$ cat src/rtl/fcba_pkg.sv
// Package for the block allocator: table geometry, link codes, operation and status
// codes, and the command and status structs between controller and datapath.
// Depends on nothing.
`timescale 1ns / 1ps
`default_nettype none

package fcba_pkg;

  localparam int NUM_BLOCKS = 65536;
  localparam int ADDR_W     = $clog2(NUM_BLOCKS);
  localparam int LINK_W     = 16;
  localparam int CNT_W      = 17;

  localparam logic [CNT_W-1:0]  BLK_LIMIT  = CNT_W'(NUM_BLOCKS);
  localparam logic [CNT_W-1:0]  CLEAR_LAST = CNT_W'(NUM_BLOCKS - 1);
  localparam logic [LINK_W-1:0] FREE_RESET = LINK_W'(NUM_BLOCKS - 1);

  localparam logic [LINK_W-1:0] LINK_EMPTY = 16'h0000;
  localparam logic [LINK_W-1:0] LINK_END   = 16'hFFFF;

  localparam logic [1:0] FUNC_ALLOC = 2'd0;
  localparam logic [1:0] FUNC_FREE  = 2'd1;
  localparam logic [1:0] FUNC_SET   = 2'd2;
  localparam logic [1:0] FUNC_READ  = 2'd3;

  localparam logic [1:0] ST_OK      = 2'd0;
  localparam logic [1:0] ST_FULL    = 2'd1;
  localparam logic [1:0] ST_BAD_IDX = 2'd2;

  typedef struct packed {
    logic clear;
    logic capture;
    logic exec;
    logic walk;
    logic scan;
    logic load;
  } dp_cmd_t;

  typedef struct packed {
    logic clear_last;
    logic to_walk;
    logic to_scan;
    logic walk_end;
    logic scan_end;
    logic out_free;
  } dp_sts_t;

endpackage

`default_nettype wire

$ cat src/rtl/fcba_ctrl.sv
// Controller state machine of the block allocator.
// Depends on fcba_pkg for the command and status structs.
`timescale 1ns / 1ps
`default_nettype none

module fcba_ctrl import fcba_pkg::*; (
  input  wire logic    clk,
  input  wire logic    rst_n,
  input  wire logic    in_valid,
  output logic         in_ready,
  input  wire dp_sts_t sts,
  output dp_cmd_t      cmd
);

  localparam logic [2:0] S_CLEAR = 3'd0;
  localparam logic [2:0] S_IDLE  = 3'd1;
  localparam logic [2:0] S_EXEC  = 3'd2;
  localparam logic [2:0] S_WALK  = 3'd3;
  localparam logic [2:0] S_SCAN  = 3'd4;
  localparam logic [2:0] S_DONE  = 3'd5;

  logic [2:0] state_r, state_nxt;

  always_comb begin
    state_nxt = state_r;
    unique case (state_r)
      S_CLEAR: if (sts.clear_last) state_nxt = S_IDLE;
      S_IDLE:  if (in_valid) state_nxt = S_EXEC;
      S_EXEC: begin
        priority if (sts.to_walk) state_nxt = S_WALK;
        else if (sts.to_scan)     state_nxt = S_SCAN;
        else                      state_nxt = S_DONE;
      end
      S_WALK:  if (sts.walk_end) state_nxt = S_DONE;
      S_SCAN:  if (sts.scan_end) state_nxt = S_DONE;
      S_DONE:  if (sts.out_free) state_nxt = S_IDLE;
      default: state_nxt = S_CLEAR;
    endcase
  end

  always_ff @(posedge clk) begin
    if (!rst_n) begin
      state_r <= S_CLEAR;
    end else begin
      state_r <= state_nxt;
    end
  end

  assign in_ready    = (state_r == S_IDLE);
  assign cmd.clear   = (state_r == S_CLEAR);
  assign cmd.capture = (state_r == S_IDLE) && in_valid;
  assign cmd.exec    = (state_r == S_EXEC);
  assign cmd.walk    = (state_r == S_WALK);
  assign cmd.scan    = (state_r == S_SCAN);
  assign cmd.load    = (state_r == S_DONE) && sts.out_free;

endmodule

`default_nettype wire

$ cat config.mk
export PLATFORM = sky130hd
export DESIGN_NAME = fcba_ctrl
export DESIGN_NICKNAME = d
export VERILOG_FILES = /design/src/rtl/fcba_pkg.sv /design/src/rtl/fcba_ctrl.sv
export SDC_FILE = /design/constraint.sdc
export NUM_CORES = 1
export LEC_CHECK = 0
export BUFFER_PORTS_ARGS = -buffer_cell sky130_fd_sc_hd__buf_2
export CORE_AREA = 2 2 39 41
export CTS_CLUSTER_DIAMETER = 80
export DETAILED_ROUTE_END_ITERATION = 6
export DIE_AREA = 0 0 41 43
export PLACE_DENSITY = 0.47
export SLEW_MARGIN = 20
export SYNTH_ARGS = -nofsm -noshare
export SYNTH_HDL_FRONTEND = slang
export SYNTH_SLANG_ARGS = --single-unit
$ cat constraint.sdc
create_clock -name clk -period 1.05 [get_ports clk]
set_input_delay 0.21 -clock clk [delete_from_list [all_inputs] [get_ports clk]]
set_output_delay 0.21 -clock clk [all_outputs]
set_load 0.05 [all_outputs]
==> flow_summary_export.csv <==
group,metric,value,unit
route,drtIter0Drc,0,
power_and_ir_drop,worst_ir_drop_vdd,0.000421,V
final_layout,nets,73,
sta,setup_violations,8,
logic_synthesis,syn_avg_cell_area,7.44,um^2
route,routed_length_per_instance,10.0,um
route,total_wirelength_of_the_detailed_routed_design,790,um
logic_synthesis,synth_simple_gate_area_share,44.9,%
sta,tightestPinTransition,0.208,ns
power_and_ir_drop,static-leakage-power,0.252,nW
power_and_ir_drop,share_clk_of_total_power,29.4,%
global_route,grt_pass1_vias,324,
hold_path,hold_class,"input port to flop",
cts,clock_tree.buffer_depth,2,
logic_synthesis,synth_seq_cells,3,
critical_path,maximum_fanout_encountered_on_the_critical_timing_path,7,
critical_path,critPathCaptureType,"primary output",
die,top_level_ports,16,
critical_path,crit_path_max_incr_delay,0.37,ns
final_layout,antennaDiodeCount,0,
global_route,globalRouteOverflowTotal,0,
placed_design,dpl_cell_area,458,um^2
critical_path,slowest_stage,"sky130_fd_sc_hd__dfxtp_4",
route,drt.antenna.violating_nets,0,
route,drt-pass1-iter-count,1,
placed_design,place_ws,-0.186,ns
power_and_ir_drop,powerDensity,1120,mW/mm^2
global_route,groute.usage.overall,11.1,%
die,core.rowCount,14,
logic_synthesis,yosys.area_share.xor_xnor,0,%
power_and_ir_drop,p_int,0.000429,W
sta,final_critical_path_setup_slack,-0.222,ns
logic_synthesis,synth_top_family_by_area,"simple AND/OR/NAND/NOR gates",
logic_synthesis,synth_compound_gate_area_share,20.1,%
sta,finClkSkew,0.00213,ns
die,die_area,0.00176,mm^2
placed_design,count_of_placed_standard_cells_including_taps,71,
final_layout,top_regs,"state_r x3",
logic_synthesis,synth_mux_area_share,0,%
outcome,run_status,"finished, violations left",
power_and_ir_drop,power_switching_share,36.9,%
sta,fmax,786,MHz
logic_synthesis,synth.net_count,45,
route,dr_total_vias,338,
cts,htree_levels,1,
critical_path,critPathKind,"flop to primary output",
sta,post-route-period-util,121,%
cts,cts_inserted_buffers,3,
power_and_ir_drop,p_sw,0.000251,W
die,core-area,0.00138,mm^2
outcome,violations,"setup timing",
placed_design,place_congestion,0.671,
sta,timing_max_transition_violations_final,0,
placed_design,detailed_place_hpwl,639,um
placed_design,port_buffers,15,
final_layout,largest_register_ffs,3,
critical_path,critPathLaunchType,"flop",
die,chipWidth,41,um
cts,clock_tree.root_cell,"sky130_fd_sc_hd__clkbuf_4",
global_route,grt_max_degree,9,
route,route.detailed.drc,0,
final_layout,final_cell_count_without_fillers,79,
logic_synthesis,post_synth_num_cell_types,20,
logic_synthesis,yosys.area_share.adder,0,%
critical_path,worst_ep_required_time,0.84,ns
cts,cts_hold_buf,0,
route,vias_per_cell,4.28,
sta,rsz0062_at_grt,"yes",
cts,cts_num_sinks,3,
final_layout,area_growth,126,%
global_route,antenna_found_initial,0,
cts,worst_skew_pair.late_latency,0.23,ns
power_and_ir_drop,seqPwrFrac,22.0,%
run,cap_violations,0,
final_layout,regMostFlops,"state_r",
cts,cts_tree,"yes",
logic_synthesis,yosysSeqAreaShare,22.4,%
sta,timing.final.hold_violations,0,
global_route,grt_first_pass_wirelength,1260,um
cts,worst_setup_hold_path_clk_slew,0.04,ns
logic_synthesis,post_synth_instance_area,268,um^2
critical_path,cp_cell_sequence,"nand2b_4 -> nor2_4 -> buf_8",
logic_synthesis,syn_inst,36,
die,die_h,43,um
power_and_ir_drop,p_comb_share,48.6,%
sta,final.min_clock_period,1.27,ns
critical_path,timing.critical_path.arrival,1.06,ns
final_layout,drive_above_1_share,76.2,%
die,initial_core_util,19.3,%
sta,slew-limit-headroom,86.1,%
final_layout,final_design_area_no_fill,604,um^2
logic_synthesis,yosys_warnings,0,
## worst paths after layout
check / cells past startpoint / to / slack [ns] / startpoint
hold reg to reg: 2 / state_r[1] / 0.56 / state_r[2]
setup / recovery: 3 / in_ready / -0.22 / state_r[1]
hold / removal: 2 / state_r[2] / 0.22 / rst_n
setup reg to reg: 5 / state_r[0] / -0.11 / state_r[2]
## cell families after synthesis
group,Yosys count
flops,3
compound gates,8
buf+inv,5
simple gates,20
## cells in the mapped netlist
| library cell | n | area share (%) |
|---|---|---|
| sky130_fd_sc_hd__nand3_1 | 1 | 1.9 |
| sky130_fd_sc_hd__o31a_1 | 1 | 3.3 |
| sky130_fd_sc_hd__nand2b_1 | 5 | 12 |
| sky130_fd_sc_hd__a211o_1 | 1 | 3.3 |
| sky130_fd_sc_hd__a211oi_1 | 1 | 2.8 |
| sky130_fd_sc_hd__and2b_2 | 1 | 3.3 |
| sky130_fd_sc_hd__o22ai_1 | 1 | 2.3 |
| sky130_fd_sc_hd__and3_1 | 1 | 2.3 |
| sky130_fd_sc_hd__nor3_2 | 1 | 3.7 |
| sky130_fd_sc_hd__or2_1 | 1 | 2.3 |
| sky130_fd_sc_hd__a21oi_1 | 3 | 5.6 |
| sky130_fd_sc_hd__nor3_1 | 1 | 1.9 |
| sky130_fd_sc_hd__nor2_1 | 5 | 7.0 |
| sky130_fd_sc_hd__o21a_1 | 1 | 2.8 |
| sky130_fd_sc_hd__nand2b_2 | 1 | 3.3 |
| sky130_fd_sc_hd__inv_1 | 3 | 4.2 |
| sky130_fd_sc_hd__buf_6 | 2 | 8.4 |
| sky130_fd_sc_hd__nand2_1 | 2 | 2.8 |
| sky130_fd_sc_hd__and4bb_1 | 1 | 4.7 |
| sky130_fd_sc_hd__dfxtp_1 | 3 | 22 |
## cells in the final DEF (no fill, tap or decap), types with 2 or more instances in the layout
| cell type | instances |
|---|---|
| sky130_fd_sc_hd__buf_2 | 8 |
| sky130_fd_sc_hd__buf_4 | 8 |
| sky130_fd_sc_hd__nor2_4 | 5 |
| sky130_fd_sc_hd__buf_6 | 5 |
| sky130_fd_sc_hd__buf_8 | 4 |
| sky130_fd_sc_hd__nand2b_4 | 3 |
| sky130_fd_sc_hd__clkbuf_4 | 3 |
| sky130_fd_sc_hd__dfxtp_4 | 3 |
| sky130_fd_sc_hd__nand2_1 | 2 |
| sky130_fd_sc_hd__a21oi_1 | 2 |
| sky130_fd_sc_hd__nand2b_1 | 2 |
## final cells by class
cell class | count | area, um^2
multi-input combinational | 28 | 256
inverter | 3 | 13.8
timing repair buffer | 25 | 216
sequential | 3 | 71.3
fill | 142 | 779
clock buffer | 4 | 26.3
tap | 16 | 20.0
## critical path, delay by kind of cell (launching register included)
| family | cells | cell delay, ns |
|---|---|---|
| AND/OR/NAND/NOR | 2 | 0.31 |
| buffers and inverters | 1 | 0.15 |
| flip-flops | 1 | 0.37 |
## timing repair
| item | CTS | global route |
|---|---|---|
| resized for setup | 21 | 8 |
| pin swaps | 4 | 5 |
| endpoints found under the setup margin | 9 | 10 |
| buffers inserted | 3 | 1 |
## power groups by stage
| stage | combinational, W | sequential, W | clock (W) |
|---|---|---|---|
| 6_report | 0.000330 | 0.000149 | 0.000200 |
| 2_1_floorplan | 0.000206 | 0.000134 | 0 |
| 3_5_place_dp | 0.000257 | 0.000150 | 0 |
| 4_1_cts | 0.000305 | 0.000148 | 0.000210 |
| 5_1_grt | 0.000350 | 0.000153 | 0.000218 |
| 3_3_place_gp | 0.000258 | 0.000149 | 0 |
## metrics by stage
step | util, % | TNS, ns | hold slack (ns) | power (W)
after floorplan | - | -0.131 | 0.328 | 0.000340
after global placement | 33.1 | -1.10 | 0.466 | 0.000407
after detailed placement | 33.1 | -1.23 | 0.465 | 0.000407
after CTS | 41.0 | -1.50 | 0.220 | 0.000663
after global routing | 43.7 | -1.77 | 0.236 | 0.000721
final | 43.7 | -1.43 | 0.224 | 0.000680
## routing by layer
metal,routed length (um),GRT usage (%),vias to the layer above
li1,-,-,177
met1,305,10.9,153
met2,460,17.5,8
met3,24,4.71,0
met4,0,8.00,0
met5,0,0,-
Note: power is estimated with default switching activity, not from simulation.
